File: src/serial_frame_sync_xor_check_core_defines.svh
// Assertion macros shared by the frame sync core.
`ifndef SERIAL_FRAME_SYNC_XOR_CHECK_CORE_DEFINES_SVH
`define SERIAL_FRAME_SYNC_XOR_CHECK_CORE_DEFINES_SVH

// Same-cycle implication, checked at every rising edge out of reset.
`define SFSX_ASSERT_SAME(lbl, ante, cons, msg) \
  lbl: assert property (@(posedge clk) disable iff (!rst_n) (ante) |-> (cons)) \
    else $error(msg);

// Next-cycle implication, checked at every rising edge out of reset.
`define SFSX_ASSERT_NEXT(lbl, ante, cons, msg) \
  lbl: assert property (@(posedge clk) disable iff (!rst_n) (ante) |=> (cons)) \
    else $error(msg);

`endif

File: src/sfsx_pkg.sv
`timescale 1ns / 1ps

package sfsx_pkg;

  // Default window length in bytes.
  localparam int FRAME_BYTES_DEF = 23;

  localparam int BYTE_W = 8;
  localparam int WORD_W = 32;

  // Frame markers.
  localparam logic [BYTE_W-1:0] SYNC_HEAD = 8'h40;
  localparam logic [BYTE_W-1:0] SYNC_TAIL = 8'h2B;

  // Frame status for the window as it stands after the current transfer.
  typedef struct packed {
    logic marks_ok;  // head and tail markers in place
    logic csum_ok;   // seeded XOR matches the received checksum byte
  } frame_stat_t;

endpackage

File: src/sfsx_cell.sv
`timescale 1ns / 1ps

// One byte of the window: loads its neighbour's byte on each shift.
module sfsx_cell (
  input  logic                         clk,
  input  logic                         rst_n,
  input  logic                         shift_en,
  input  logic [sfsx_pkg::BYTE_W-1:0]  d_in,
  output logic [sfsx_pkg::BYTE_W-1:0]  q
);

  logic [sfsx_pkg::BYTE_W-1:0] byte_r;
  logic [sfsx_pkg::BYTE_W-1:0] byte_nxt;

  // Take the neighbour's byte on a shift, else hold.
  always_comb begin
    byte_nxt = shift_en ? d_in : byte_r;
  end

  always_ff @(posedge clk) begin
    if (!rst_n) begin
      byte_r <= '0;
    end else begin
      byte_r <= byte_nxt;
    end
  end

  assign q = byte_r;

endmodule

File: src/sfsx_window.sv
`timescale 1ns / 1ps

// Sliding byte window built as a chain of cells, with a running XOR of
// cells 3 to the end and the frame status for the window after this shift.
module sfsx_window #(
  parameter int FRAME_BYTES = sfsx_pkg::FRAME_BYTES_DEF
) (
  input  logic                                          clk,
  input  logic                                          rst_n,
  input  logic                                          shift_en,
  input  logic [sfsx_pkg::BYTE_W-1:0]                   rx_byte,
  input  logic [sfsx_pkg::BYTE_W-1:0]                   seed,
  output logic [FRAME_BYTES-1:0][sfsx_pkg::BYTE_W-1:0]  taps,
  output sfsx_pkg::frame_stat_t                         stat
);

  logic [sfsx_pkg::BYTE_W-1:0] acc_r;
  logic [sfsx_pkg::BYTE_W-1:0] acc_nxt;

  // Chain: each cell takes the byte of the cell above, the last takes rx_byte.
  for (genvar i = 0; i < FRAME_BYTES; i++) begin : g_cell
    logic [sfsx_pkg::BYTE_W-1:0] d_in;
    if (i == FRAME_BYTES - 1) begin : g_last
      assign d_in = rx_byte;
    end else begin : g_mid
      assign d_in = taps[i+1];
    end
    sfsx_cell u_cell (
      .clk      (clk),
      .rst_n    (rst_n),
      .shift_en (shift_en),
      .d_in     (d_in),
      .q        (taps[i])
    );
  end

  // Running XOR: add the new byte, drop the one leaving position 3.
  always_comb begin
    acc_nxt = shift_en ? (acc_r ^ rx_byte ^ taps[3]) : acc_r;
  end

  always_ff @(posedge clk) begin
    if (!rst_n) begin
      acc_r <= '0;
    end else begin
      acc_r <= acc_nxt;
    end
  end

  // Status of the shifted window: old cell 1 becomes the head, old cell 2
  // the checksum, the new byte the tail.
  always_comb begin
    stat.marks_ok = (taps[1] == sfsx_pkg::SYNC_HEAD) && (rx_byte == sfsx_pkg::SYNC_TAIL);
    stat.csum_ok  = ((seed ^ acc_r ^ rx_byte ^ taps[3]) == taps[2]);
  end

endmodule

File: src/serial_frame_sync_xor_check_core.sv
`timescale 1ns / 1ps

`include "serial_frame_sync_xor_check_core_defines.svh"

// Serial frame synchroniser: takes one received byte per transfer into a
// FRAME_BYTES long window (a chain of byte cells) and, once the window is
// full and framed by '@' ... '+', delivers one result checked against the
// seeded XOR of bytes 3 to the end. A byte is taken every cycle: the window
// shift, the running XOR and the result evaluation all complete in the
// cycle of the transfer, and the result lands in a single output register.
// The input stalls only while that register holds a result and out_ready is
// low. A result appears on the output the cycle after the byte that
// completes the frame; on a checksum mismatch the word fields read zero.
module serial_frame_sync_xor_check_core #(
  parameter int FRAME_BYTES = sfsx_pkg::FRAME_BYTES_DEF
) (
  input  logic                                clk,
  input  logic                                rst_n,
  input  logic                                cfg_we,
  input  logic [sfsx_pkg::BYTE_W-1:0]         cfg_checksum_seed,
  input  logic                                in_valid,
  output logic                                in_ready,
  input  logic [sfsx_pkg::BYTE_W-1:0]         in_rx_byte,
  output logic                                out_valid,
  input  logic                                out_ready,
  output logic                                out_checksum_error,
  output logic [sfsx_pkg::WORD_W-1:0]         out_roll_word,
  output logic [sfsx_pkg::WORD_W-1:0]         out_pitch_word,
  output logic [sfsx_pkg::WORD_W-1:0]         out_yaw_word,
  output logic [sfsx_pkg::WORD_W-1:0]         out_throttle_word,
  output logic signed [sfsx_pkg::WORD_W-1:0]  out_mode_word
);

  localparam int FILL_W = $clog2(FRAME_BYTES + 1);
  localparam logic [FILL_W-1:0] FILL_FULL = FILL_W'(FRAME_BYTES);
  localparam logic [FILL_W-1:0] FILL_LAST = FILL_W'(FRAME_BYTES - 1);

  logic [sfsx_pkg::BYTE_W-1:0]                  seed_r;
  logic [sfsx_pkg::BYTE_W-1:0]                  seed_nxt;
  logic [FILL_W-1:0]                            fill_r;
  logic [FILL_W-1:0]                            fill_nxt;
  logic                                         out_valid_r;
  logic                                         out_valid_nxt;
  logic                                         err_r;
  logic [sfsx_pkg::WORD_W-1:0]                  roll_r;
  logic [sfsx_pkg::WORD_W-1:0]                  pitch_r;
  logic [sfsx_pkg::WORD_W-1:0]                  yaw_r;
  logic [sfsx_pkg::WORD_W-1:0]                  throttle_r;
  logic [sfsx_pkg::WORD_W-1:0]                  mode_r;
  logic                                         in_xfer;
  logic                                         full_nxt;
  logic                                         hit;
  logic [FRAME_BYTES-1:0][sfsx_pkg::BYTE_W-1:0] taps;
  sfsx_pkg::frame_stat_t                        stat;

  assign in_ready = !out_valid_r || out_ready;
  assign in_xfer  = in_valid && in_ready;

  // Seed register.
  always_comb begin
    seed_nxt = cfg_we ? cfg_checksum_seed : seed_r;
  end

  always_ff @(posedge clk) begin
    if (!rst_n) begin
      seed_r <= '0;
    end else begin
      seed_r <= seed_nxt;
    end
  end

  sfsx_window #(
    .FRAME_BYTES (FRAME_BYTES)
  ) u_window (
    .clk      (clk),
    .rst_n    (rst_n),
    .shift_en (in_xfer),
    .rx_byte  (in_rx_byte),
    .seed     (seed_r),
    .taps     (taps),
    .stat     (stat)
  );

  // Fill count, saturating at the window length.
  always_comb begin
    fill_nxt = fill_r;
    if (in_xfer && (fill_r != FILL_FULL)) begin
      fill_nxt = fill_r + FILL_W'(1);
    end
  end

  assign full_nxt = (fill_r >= FILL_LAST);
  assign hit      = in_xfer && full_nxt && stat.marks_ok;

  // Result slot: fill on a framed byte, drain on an output transfer.
  always_comb begin
    priority if (hit) begin
      out_valid_nxt = 1'b1;
    end else if (out_ready) begin
      out_valid_nxt = 1'b0;
    end else begin
      out_valid_nxt = out_valid_r;
    end
  end

  always_ff @(posedge clk) begin
    if (!rst_n) begin
      fill_r      <= '0;
      out_valid_r <= 1'b0;
    end else begin
      fill_r      <= fill_nxt;
      out_valid_r <= out_valid_nxt;
    end
  end

  // Load the payload; words come from the window after this shift (old
  // cell p+1 becomes cell p), zero on a checksum mismatch.
  always_ff @(posedge clk) begin
    if (hit) begin
      err_r <= !stat.csum_ok;
      if (stat.csum_ok) begin
        roll_r     <= {taps[6],  taps[5],  taps[4],  taps[3]};
        pitch_r    <= {taps[10], taps[9],  taps[8],  taps[7]};
        yaw_r      <= {taps[14], taps[13], taps[12], taps[11]};
        throttle_r <= {taps[18], taps[17], taps[16], taps[15]};
        mode_r     <= {taps[22], taps[21], taps[20], taps[19]};
      end else begin
        roll_r     <= '0;
        pitch_r    <= '0;
        yaw_r      <= '0;
        throttle_r <= '0;
        mode_r     <= '0;
      end
    end
  end

  assign out_valid          = out_valid_r;
  assign out_checksum_error = err_r;
  assign out_roll_word      = roll_r;
  assign out_pitch_word     = pitch_r;
  assign out_yaw_word       = yaw_r;
  assign out_throttle_word  = throttle_r;
  assign out_mode_word      = $signed(mode_r);

  // Checks on the block's own logic.
  `SFSX_ASSERT_SAME(a_fill_bound, 1'b1, fill_r <= FILL_FULL, "fill count beyond window length")
  `SFSX_ASSERT_SAME(a_result_when_full, out_valid_r, fill_r == FILL_FULL, "result from a part-filled window")
  `SFSX_ASSERT_SAME(a_error_zero_words, out_valid_r && err_r, (roll_r == '0) && (pitch_r == '0) && (yaw_r == '0) && (throttle_r == '0) && (mode_r == '0), "error result with non-zero words")
  `SFSX_ASSERT_NEXT(a_hit_shows, hit, out_valid_r, "framed byte produced no result")

endmodule

File: config.mk
export PLATFORM = sky130hd
export DESIGN_NAME = serial_frame_sync_xor_check_core
export DESIGN_NICKNAME = d
export VERILOG_FILES = /design/src/sfsx_pkg.sv /design/src/sfsx_cell.sv /design/src/sfsx_window.sv /design/src/serial_frame_sync_xor_check_core.sv
export VERILOG_INCLUDE_DIRS = /design/src /design/src/src
export SDC_FILE = /design/constraint.sdc
export NUM_CORES = 1
export LEC_CHECK = 0
export BUFFER_PORTS_ARGS = -buffer_cell sky130_fd_sc_hd__buf_4
export CAP_MARGIN = 20
export CORE_UTILIZATION = 33
export DETAILED_ROUTE_END_ITERATION = 10
export PLACE_DENSITY = 0.53
export SLEW_MARGIN = 20
export SYNTH_ARGS = -nofsm -noshare
export SYNTH_HDL_FRONTEND = slang
export SYNTH_HIERARCHICAL = 1
export SYNTH_SLANG_ARGS = --single-unit
export TNS_END_PERCENT = 100
File: constraint.sdc
create_clock -name clk -period 10.1 [get_ports clk]
set_input_delay 0.505 -clock clk [delete_from_list [all_inputs] [get_ports clk]]
set_output_delay 0.505 -clock clk [all_outputs]
set_load 0.1 [all_outputs]
After elaboration in Yosys (flattened, before gate mapping)

Cells that the tools add are included.
W data, S select, Z words.

Flip-flop bits (word level): 359
Input bits: 21
Output and inout port bits: 163

Add/sub/neg operators: 1
Magnitude comparators: 1
Equal/unequal tests: 4
Mux-type cells: 2
Bitwise gates (word level): 5
Reduce and logical (&&, ||, !) cells: 9

Operators by type and width:

| cell                  | count |
|---|---|
| $xor A8 B8 Y8         | 5 |
| $eq A8 B6 Y1 const B  | 1 |
| $eq A8 B7 Y1 const B  | 1 |
| $eq A8 B8 Y1          | 1 |
| $add A5 B1 Y5 const B | 1 |
| $ge A5 B5 Y1 const B  | 1 |
| $logic_and A1 B1 Y1   | 5 |
| $ne A5 B5 Y1 const B  | 1 |
| $logic_not A1 Y1      | 2 |
| $mux W1               | 2 |
| $reduce_bool A2 Y1    | 1 |
| $logic_or A1 B1 Y1    | 1 |

Longest topological paths before layout

Gate-level depths: netlist of the first run.

Depth after elaboration: 6
Gate-level depth with buffers: 8
Gate-level depth less buffers: 6

Modules after synthesis

The synthesis of the first run kept the hierarchy.

By module, submodules not included:

| module                           | instances | cells an instance | area an instance (um^2) | sequential area each (um^2) |
|---|---|---|---|---|
| sfsx_cell                        | 23        | 25                | 301.5                   | 160.2 |
| serial_frame_sync_xor_check_core | 1         | 406               | 6545.0                  | 5114.9 |
| sfsx_window                      | 1         | 65                | 709.4                   | 160.2 |

Least setup slack after synthesis of the first run

Ideal clock, no wire load.

Kind: reg-to-reg
Start point: reg out_valid_r, in the netlist out_valid
End point: reg err_r, in the netlist out_checksum_error (enable)
Arrival: 8166 ps
Setup slack: 1250 ps
Cell stages (with the launch flop): 5
Period minus slack after synthesis: 8850 ps
Cell sequence: dfxtp_1 -> nand2b_1 -> buf_2 -> nand2_1 -> nor2_1

Longest elaborated chain between the ends: 5

Ends and longest elaborated chain:

| element                          | RTL line                                | source |
|---|---|---|
| start: declaration               | serial_frame_sync_xor_check_core.sv:42  | `logic out_valid_r;` |
| start signal: assignment         | serial_frame_sync_xor_check_core.sv:112 | `out_valid_r <= out_valid_nxt;` |
| $logic_not A1 Y1                 | serial_frame_sync_xor_check_core.sv:56  | `assign in_ready = !out_valid_r \|\| out_ready;` |
| $logic_or A1 B1 Y1               | serial_frame_sync_xor_check_core.sv:56  |  |
| named net in_ready               | serial_frame_sync_xor_check_core.sv:22  | `output logic in_ready,` |
| $logic_and A1 B1 Y1              | serial_frame_sync_xor_check_core.sv:57  | `assign in_xfer = in_valid && in_ready;` |
| $logic_and A1 B1 Y1 (2 in a row) | serial_frame_sync_xor_check_core.sv:93  | `assign hit = in_xfer && full_nxt && stat.marks_ok;` |
| named net hit                    | serial_frame_sync_xor_check_core.sv:52  | `logic hit;` |
| end signal: assignment           | serial_frame_sync_xor_check_core.sv:120 | `err_r <= !stat.csum_ok;` |
| end: declaration                 | serial_frame_sync_xor_check_core.sv:44  | `logic err_r;` |

The timed path passes the listed nets, and every way through them passes these cells.
A chain may end at the register's enable or synchronous reset.

Final worst setup path of the first run

Start point: reg out_valid_r, in the netlist out_valid
End point: reg u_window.g_cell[9].u_cell.byte_r, in the netlist u_window/g_cell[9].u_cell/q[1]

Longest elaborated chain between the ends: 3

Ends and longest elaborated chain:

| element                | RTL line                               | source |
|---|---|---|
| $logic_not A1 Y1       | serial_frame_sync_xor_check_core.sv:56 |  |
| $logic_or A1 B1 Y1     | serial_frame_sync_xor_check_core.sv:56 |  |
| $logic_and A1 B1 Y1    | serial_frame_sync_xor_check_core.sv:57 |  |
| named net in_xfer      | serial_frame_sync_xor_check_core.sv:50 | `logic in_xfer;` |
| end signal: assignment | sfsx_cell.sv:24                        | `byte_r <= byte_nxt;` |
| end: declaration       | sfsx_cell.sv:12                        | `logic [sfsx_pkg::BYTE_W-1:0] byte_r;` |

The timed path passes the listed nets, and every way through them passes these cells.

==> results of run 1 <==
-- report_power, final --
group	internal [uW]	total, uW	switching [uW]	leakage (uW)
sequential	1510	1520	8.17	0.00313
clock	769	1350	583	0.000585
combinational	55.3	107	51.5	0.00292
total	2340	2980	642	0.00664
-- worst paths after layout --
kind                                                       end  slack, ns                 start
worst min-delay path                                 seed_r[2]       0.20  cfg_checksum_seed[2]
worst min register to register                       fill_r[3]       0.50             fill_r[3]
worst max-delay path            u_window/g_cell[9].u_cell/q[1]       7.14             out_valid
worst max register to register  u_window/g_cell[9].u_cell/q[1]       7.14             out_valid
-- area by class of cell --
type                            instances  area share (%)
Clock buffer                           59            6.60
Clock inverter                         15           0.549
Multi-Input combinational cell        614            28.2
Sequential cell                       359            52.1
Tap cell                              532            3.94
Timing Repair Buffer                  189            8.50
Inverter                                4           0.133
-- routing by layer --
layer  GRT usage [%]  vias up
li1                -     3868
met1            18.3     3728
met2            21.7      153
met3            3.37       51
met4            5.84        0
met5               0        -
-- tightest hold or removal path: cells and delay by family --
family | cells | cell delay [ns]
buffers and inverters | 1 | 0.08
multiplexers | 1 | 0.05
AND/OR/NAND/NOR | 1 | 0.07
-- state kept, by name, indices dropped and copies added (netlist names), 5 cells and up --
signal,cells
out_pitch_word,32
out_roll_word,32
out_mode_word,32
u_window/g_cell.u_cell/q,176
out_throttle_word,32
u_window/acc_r,8
seed_r,8
fill_r,5
out_yaw_word,32
-- stage by stage --
stage | setup slack (ns) | utilization [%]
final | 7.14 | 41.0
after global routing | 6.98 | 41.0
after CTS | 7.14 | 41.0
after detailed placement | 6.83 | 38.0
after global placement | 6.84 | 38.0
after floorplan | 1.25 | -
==> results.md, run 1 <==
* Crit-path max FO at 87
* Static leakage at 0.00664 uW
* Fmax at 0.338 GHz
* Worst Reg-to-Reg Cells at 6
* WP depth at 6
* First-pass GRT wire length at 46.4 mm
* Cell count after synthesis at 1021
* Met2 WL post-DR at 13.6 mm
* Relative slew slack at 30.2%
* Initial Util at 33.7%
* Critical path, cell by cell: nand2b_1, nand2_1, inv_8, buf_4, mux2i_1, nor2b_1
* # DRC at 0
* Synthesized Nets at 1044
* DR WL met3 at 1.43 mm
* Fillcell total at 3951
* Die W at 207 um
* Minimum hold slack at 0.201 ns
* Startpoint types: register
* Total Power at 2980 uW
* Core Area at 41200 um^2
* Setup Fix Bufs, Post-CTS at 0
* Row cnt at 74
* Max-slew violation count at 0
* PortBufs at 183
* Final clock skew at 0.0214 ns
* Grt ovf at 0
* Net count, final at 1231
* Wire length per cell at 16.8 um
* Crit Path Class: reg2reg
* Root buffer cell: clkbuf_16
* M1 wire length at 13.8 mm
* Buffers and inverters on the worst path at 2
* Multi-input gate area at 4750 um^2
* RSZ-0062 raised after global routing: no
* Cell Area, Synth at 13900 um^2
* Finished Cell Area at 16900 um^2
* Synth warnings at 6
* Total CTS buffers at 40
* Period utilization at 29.3%
* Post-DP Area at 15700 um^2
* Worst path max stage delay at 0.91 ns
* Layout cells sized above 1 at 20.3%
* WP data arrival at 3.40 ns
* Max-cap violations at 0
* Slowest stage cell, crit path: buf_4
* Total Wirelength at 29.8 mm
* Placer Congestion at 0.781
* PD cells at 177 nW/um^2
* Most frequent cells in the layout: dfxtp_1, nor2b_1, mux2i_1, buf_4
* Via count at 7800
* Worst-path clk slew at 0.06 ns
* Register area at 8800 um^2
* # hold bufs at CTS at 0
* Max IR drop VDD at 0.116 mV
* Aggregate global-route resource usage at 13.9%
* Critical path required time at 10.54 ns
* CP endpoint kind: register
* Crit path time final at 2.96 ns
* Final non-filler cell total at 1772
* Max Used Layer: met4
* Endpoints failing hold at 0
* Top Family by Delay on Critical Path: buffers and inverters
* Commonest non-fill, non-tap cell in the layout: dfxtp_1
* Status: finished, final reports clean
* CTS tree: done
* Initial antenna violation count at 0
* Cell count after placement at 1698
* Vias in the first global route at 7804
* Worst Tran Pin Value at 1.05 ns
* Antenna viol nets, final at 0
* CTS max path bufs at 3
* Syn_area_per_cell at 13.6 um^2
* Die Y-Extent at 207 um
* WHS Path Cells at 3
* DR iter-0 viols at 312
* Vias per cell at 4.40
* Hold Crit Class: in2reg
* Clk_lat worst skew at 0.55 ns
* Setup TNS at 0 ns
* Ant. Diodes at 0
* H-tree Lvls at 2
* 1st-pass router iterations at 4
* Setup Viol. Count Final at 0
* Post-CTS Resized at 0
* Area Growth Syn to Fin at 21.5%
* Post-DP HPWL at 18.4 mm
* Clock Sinks at 359
* Largest net degree at the start of global routing at 162
* IO Count at 184
* Die area at 42900 um^2
Note: power is estimated with default switching activity, not from simulation.
==> run 2: changes to the inputs <==
==> constraint.sdc (replaced) <==
create_clock -name clk -period 2.8 [get_ports clk]
set_input_delay 0.14 -clock clk [delete_from_list [all_inputs] [get_ports clk]]
set_output_delay 0.14 -clock clk [all_outputs]
set_load 0.1 [all_outputs]
==> run 2 against run 1 <==
Net effect: worst hold slack lost 0.082 ns; register-to-register slack lost 6.6 ns; via count up 1.4%; sequential share of layout area is 1.6 points lower; clock power increased to 3.9 times the previous value; count of clock-buffer cells in the layout decreased by 4; flip-flop and latch count unchanged; clock skew is 0.0011 ns lower; total power rose to 3.8 times the previous value; worst setup slack worse by 6.6 ns.
==> results.md, run 2 (synthesized netlist as in run 1, its figures left out) <==
* Hold Crit Class: in2reg
* Cell count after placement at 1705 (+0.41%)
* Max FFs per register at 176 (unchanged)
* Endpoints failing hold at 0 (unchanged)
* Vias per cell at 4.38 (-0.47%)
* Slowest stage cell, crit path: buf_4
* Post-CTS Resized at 0 (unchanged)
* Static leakage at 0.00688 uW (+3.7%)
* Switching Share at 20.9% (-0.61 points)
* CTS max path bufs at 3 (unchanged)
* DR iter-0 viols at 333 (+6.7%)
* CP endpoint kind: register
* Final clock skew at 0.0203 ns (-0.00110 ns)
* Placer Congestion at 0.744 (-4.9%)
* Fmax at 0.443 GHz (+31%)
* Ant. Diodes at 0 (unchanged)
* Clk_lat worst skew at 0.55 ns (about the same)
* Die W at 207 um (unchanged)
* Root buffer cell: clkbuf_16
* WP data arrival at 2.43 ns (-0.97 ns)
* Area Growth Syn to Fin at 25.4%
* Final non-filler cell total at 1806 (+1.9%)
* Commonest non-fill, non-tap cell in the layout: dfxtp_1
* Largest net degree at the start of global routing at 119 (-27%)
* PortBufs at 183 (unchanged)
* Status: finished, final reports clean
* Period utilization at 80.6% (+51 points)
* Worst Reg-to-Reg Cells at 6 (unchanged)
* Post-DP HPWL at 19.0 mm (+3.6%)
* Total Wirelength at 30.0 mm (+0.88%)
* Worst Tran Pin Value at 0.541 ns (-0.506 ns)
* Critical path, cell by cell: nor4b_1, nand2_1, nor3_1, o211ai_1, nor2_4, buf_4
* Clock Sinks at 359 (unchanged)
* Multi-input gate area at 4750 um^2 (unchanged)
* 1st-pass router iterations at 4 (unchanged)
* Crit Path Class: reg2reg
* Post-route setup slack at 0.544 ns (-6.60 ns)
* Layout cells sized above 1 at 20.6% (+0.32 points)
* RSZ-0062 raised after global routing: no
* Combinational share of power at 3.8% (+0.2 points)
* Clock network fraction of total power at 47.4% (+2.0 points)
* Pre-CTS setup slack at 0.524 ns (-6.31 ns)
* Aggregate global-route resource usage at 14.0% (+0.17 points)
* Via count at 7912 (+1.4%)
* Switching pwr at 2350 uW (+270%)
* Net count, final at 1264 (+2.7%)
* First-pass GRT wire length at 47.1 mm (+1.4%)
* Antenna viol nets, final at 0 (unchanged)
* Max IR drop VDD at 0.375 mV (+220%)
* Worst path max stage delay at 0.47 ns (-0.44 ns)
* Pint at 8890 uW (+280%)
* Crit path time final at 2.26 ns (-0.704 ns)
* Total CTS buffers at 41 (+2.5%)
* Worst-path clk slew at 0.06 ns (about the same)
* Relative slew slack at 63.9% (+34 points)
* Max-slew violation count at 0 (unchanged)
* Setup Viol. Count Final at 0 (unchanged)
* Die Y-Extent at 207 um (unchanged)
* Fillcell total at 3803 (-3.7%)
* Core Area at 41200 um^2 (unchanged)
* PD cells at 646 nW/um^2 (+270%)
* Initial antenna violation count at 0 (unchanged)
* Vias in the first global route at 7960 (+2.0%)
* Flop pwr share at 48.8% (-2.3 points)
* Wire length per cell at 16.6 um (-1.0%)
* Row cnt at 74 (unchanged)
* Grt ovf at 0 (unchanged)
* Register area at 8800 um^2 (about the same)
* Most frequent cells in the layout: dfxtp_1, nor2b_1, mux2i_1, buf_4
* IO Count at 184 (unchanged)
* # DRC at 0 (unchanged)
* Crit-path max FO at 39 (-55%)
* Startpoint types: register
* Finished Cell Area at 17400 um^2 (+3.2%)
* H-tree Lvls at 2 (unchanged)
* WHS Path Cells at 2 (-1)
* Die area at 42900 um^2 (unchanged)
* CTS tree: done
* Max-cap violations at 0 (unchanged)
* Initial Util at 33.7% (unchanged)
* Critical path required time at 2.97 ns (-7.57 ns)
* Post-DP Area at 15800 um^2 (+0.96%)
[run 2: final timing paths]
path	slack [ns]	startpoint	endpoint
max reg2reg	0.54	u_window/g_cell[1].u_cell/q[5]	out_mode_word[21]
min reg2reg	0.49	fill_r[0]	fill_r[0]
min	0.12	rst_n	u_window/g_cell[12].u_cell/q[1]
max	0.54	u_window/g_cell[1].u_cell/q[5]	out_mode_word[21]
[run 2: stage by stage]
stage | util [%] | power [uW] | hold WS (ns) | setup TNS [ns]
2_1_floorplan | - | 5900 | 0.268 | -181.26
3_5_place_dp | 38.4 | 6000 | 0.389 | 0
6_report | 42.3 | 11200 | 0.118 | 0
3_3_place_gp | 38.4 | 6000 | 0.378 | 0
4_1_cts | 42.3 | 11400 | 0.101 | 0
5_1_grt | 42.3 | 11600 | 0.147 | 0
[run 2: what timing repair did]
action / CTS / global route
endpoints found under the hold margin: 22 / 0
buffers inserted: 0 / 0
hold buffers: 25 / 0
[run 2: metal layers]
| metal | global-route usage (%) | wire length (um) | vias up |
|---|---|---|---|
| met1 | 18.4 | 13800 | 3788 |
| met4 | 5.76 | 805 | 0 |
| met3 | 3.17 | 1450 | 47 |
| li1 | - | - | 3925 |
| met2 | 22.4 | 14000 | 152 |
| met5 | 0 | 0 | - |
[run 2: final cells by class]
| type | count | area share [%] |
|---|---|---|
| clock buffer | 55 | 6.67 |
| clock inverter | 21 | 1.03 |
| inverter | 4 | 0.129 |
| multi-input combinational | 614 | 27.3 |
| sequential | 359 | 50.5 |
| tap | 532 | 3.82 |
| timing repair buffer | 221 | 10.5 |
[run 2: power by group through the flow]
stage               Clock, uW  Sequential, uW  Combinational [uW]
floorplan                   0            5590                 302
global placement            0            5600                 396
detailed placement          0            5600                 398
CTS                      5500            5490                 432
global route             5690            5490                 461
finish                   5330            5490                 424
[run 2: critical path: cells and delay by family (launching register included)]
kind	cells	cell delay, ns
simple gates	4	0.88
compound gates	1	0.18
flops	1	0.31
buf+inv	1	0.47
==> run 3: changes to the inputs <==
--- a/config.mk
+++ b/config.mk
@@ -10,7 +10,7 @@
 export CAP_MARGIN = 20
 export CORE_UTILIZATION = 33
 export DETAILED_ROUTE_END_ITERATION = 10
-export PLACE_DENSITY = 0.53
+export PLACE_DENSITY = 0.55
 export SLEW_MARGIN = 20
 export SYNTH_ARGS = -nofsm -noshare
 export SYNTH_HDL_FRONTEND = slang
==> constraint.sdc (replaced) <==
create_clock -name clk -period 2 [get_ports clk]
set_input_delay 0.1 -clock clk [delete_from_list [all_inputs] [get_ports clk]]
set_output_delay 0.1 -clock clk [all_outputs]
set_load 0.1 [all_outputs]
==> run 3 against run 2 <==
Net effect: wire length up 7.3%; critical path type unchanged; worst hold slack better by 0.31 ns; largest cell class unchanged; sequential power up 40%; utilization up 3.0 points; largest power group unchanged; flip-flop and latch count unchanged; combinational power up 58%; clock skew down 0.013 ns; highest routed layer unchanged; cell area up 7.0%; global-route usage about the same.
==> results.md, run 3 (synthesized netlist as in run 1, its figures left out) <==
* Status: finished, final reports clean
* Top Family by Delay on Critical Path: simple AND/OR/NAND/NOR gates
* GRT Max-Usage Layer: met2
* CTS max path bufs at 3 (unchanged)
* Core Area at 41200 um^2 (unchanged)
* Post-DP HPWL at 20.0 mm (+5.0%)
* Slowest stage cell, crit path: dfxtp_2
* Critical path required time at 2.23 ns (-0.74 ns)
* Commonest non-fill, non-tap cell in the layout: buf_4
* # DRC at 0 (unchanged)
* Clk_lat worst skew at 0.53 ns (-0.02 ns)
* Met2 Usage GRT at 23.5% (+1.2 points)
* Met1 Use GR at 18.0% (-0.36 points)
* Fmax at 0.503 GHz (+14%)
* CP endpoint kind: register
* Die Y-Extent at 207 um (unchanged)
* H-tree Lvls at 2 (unchanged)
* Setup TNS at 0 ns (unchanged)
* Layout cells sized above 1 at 30.8% (+10 points)
* Max IR drop VDD at 0.555 mV (+48%)
* WP data arrival at 2.22 ns (-0.21 ns)
* Pre-CTS setup slack at -0.173 ns (-0.698 ns)
* Clock Sinks at 359 (unchanged)
* Critical path, cell by cell: nor4b_4, nand2_1, nor3_2, o211ai_1, nor2_4, buf_12, buf_16
* Worst-path clk slew at 0.06 ns (about the same)
* Vias per cell at 4.40 (+0.42%)
* Relative slew slack at 69.6% (+5.6 points)
* Max FFs per register at 176 (unchanged)
* IO Count at 184 (unchanged)
* Startpoint types: register
* Crit Path Class: reg2reg
* Crit path time final at 1.99 ns (-0.270 ns)
* PortBufs at 183 (unchanged)
* DR iter-0 viols at 341 (+2.4%)
* Grt ovf at 0 (unchanged)
* Net count, final at 1333 (+5.5%)
* RSZ-0062 raised after global routing: yes
* Worst path max stage delay at 0.33 ns (-0.14 ns)
* Total Wirelength at 32.2 mm (+7.3%)
* Post-route setup slack at 0.0132 ns (-0.530 ns)
* Most frequent cells in the layout: buf_4, nor2b_1, dfxtp_1, mux2i_1, edfxtp_1
* Max-slew violation count at 0 (unchanged)
* Max-cap violations at 0 (unchanged)
* Row cnt at 74 (unchanged)
* Initial antenna violation count at 0 (unchanged)
* Aggregate global-route resource usage at 14.0% (-0.015 points)
* Antenna viol nets, final at 0 (unchanged)
* Buffers and inverters on the worst path at 2 (+1)
* Initial Util at 33.7% (unchanged)
* Static leakage at 0.00747 uW (+8.5%)
* CTS tree: done
* Fillcell total at 3701 (-2.7%)
* Wire length per cell at 17.2 um (+3.5%)
* First-pass GRT wire length at 47.4 mm (+0.65%)
* Largest net degree at the start of global routing at 101 (-15%)
* Period utilization at 99.3% (+19 points)
* Worst Tran Pin Value at 0.456 ns (-0.0847 ns)
* Met3 usage at 2.82% (-0.35 points)
* Vias in the first global route at 8263 (+3.8%)
* Placer Congestion at 0.727 (-2.3%)
* Setup Viol. Count Final at 0 (unchanged)
* Endpoints failing hold at 0 (unchanged)
* Crit-path max FO at 26 (-33%)
* Die W at 207 um (unchanged)
* Total CTS buffers at 41 (unchanged)
* Hold Crit Class: in2reg
* Final clock skew at 0.00778 ns (-0.0125 ns)
* Die area at 42900 um^2 (unchanged)
* Via count at 8240 (+4.1%)
* PD cells at 826 nW/um^2 (+28%)
* Root buffer cell: clkbuf_16
* Area Growth Syn to Fin at 34.2%
* 1st-pass router iterations at 4 (unchanged)
[run 3: cell count changes in the layout (fill, tap and decap cells not counted), sizes merged]
cell / delta
clkinv: -6
clkbuf: +19
buf: +49
clkinvlp: +1
inv: -2
diode: +1
dlygate4sd3: +5
[run 3: worst paths after layout]
path         cells after the start  slack, ns                              end                      startpoint
min reg2reg                      2       0.50                        fill_r[0]                       fill_r[0]
max reg2reg                      7       0.01                out_roll_word[10]  u_window/g_cell[1].u_cell/q[4]
max                              7       0.01                out_roll_word[10]  u_window/g_cell[1].u_cell/q[4]
min                              4       0.43  u_window/g_cell[22].u_cell/q[1]                   in_rx_byte[1]
[run 3: routing by layer]
layer  wire length [um]  part of all wire [%]
met3               1310                   4.1
met5                  0                     0
met2              15600                    48
met4                684                   2.1
met1              14600                    45
[run 3: area by class of cell]
class	count	area, um^2	share of cell area, %
multi-input cells	614	5000	26.8
inverters	4	18.8	0.101
clock buffers	59	1100	5.92
flip-flops and latches	359	8810	47.3
well taps	532	666	3.57
clock inverters	14	143	0.765
diodes	1	2.50	0.0134
repair buffers	290	2890	15.5
[run 3: worst reg2reg max path, cell delays in order (launching register included)]
cell,delay [ns]
dfxtp_2,0.33
nor4b_4,0.28
nand2_1,0.13
nor3_2,0.21
o211ai_1,0.16
nor2_4,0.18
buf_12,0.19
buf_16,0.20
[run 3: report_power, final]
group | total (uW) | leakage [uW] | internal (uW) | switching (uW)
Clock | 7030 | 0.000613 | 4210 | 2820
Combinational | 672 | 0.00372 | 383 | 289
Sequential | 7690 | 0.00314 | 7650 | 38.3
Total | 15400 | 0.00747 | 12200 | 3150
[run 3: metrics by stage]
stage,total power [uW],cell area [um^2],instances,hold WS [ns],util [%]
2_1_floorplan,8250,13900,1021,0.228,-
3_3_place_gp,8410,16200,1736,0.335,39.2
3_5_place_dp,8410,16200,1736,0.348,39.2
4_1_cts,15600,17900,1845,0.387,43.3
5_1_grt,16000,18600,1872,0.411,45.2
6_report,15400,18600,1873,0.430,45.2
[run 3: timing repair]
item                                    in CTS  in global routing
hold endpoints to repair                    29                  0
cloned                                       1                 19
hold buffers                                30                  0
endpoints found under the setup margin     190                315
resized for setup                           17                106
setup buffers                                5                  9
pin swaps                                    5                  3
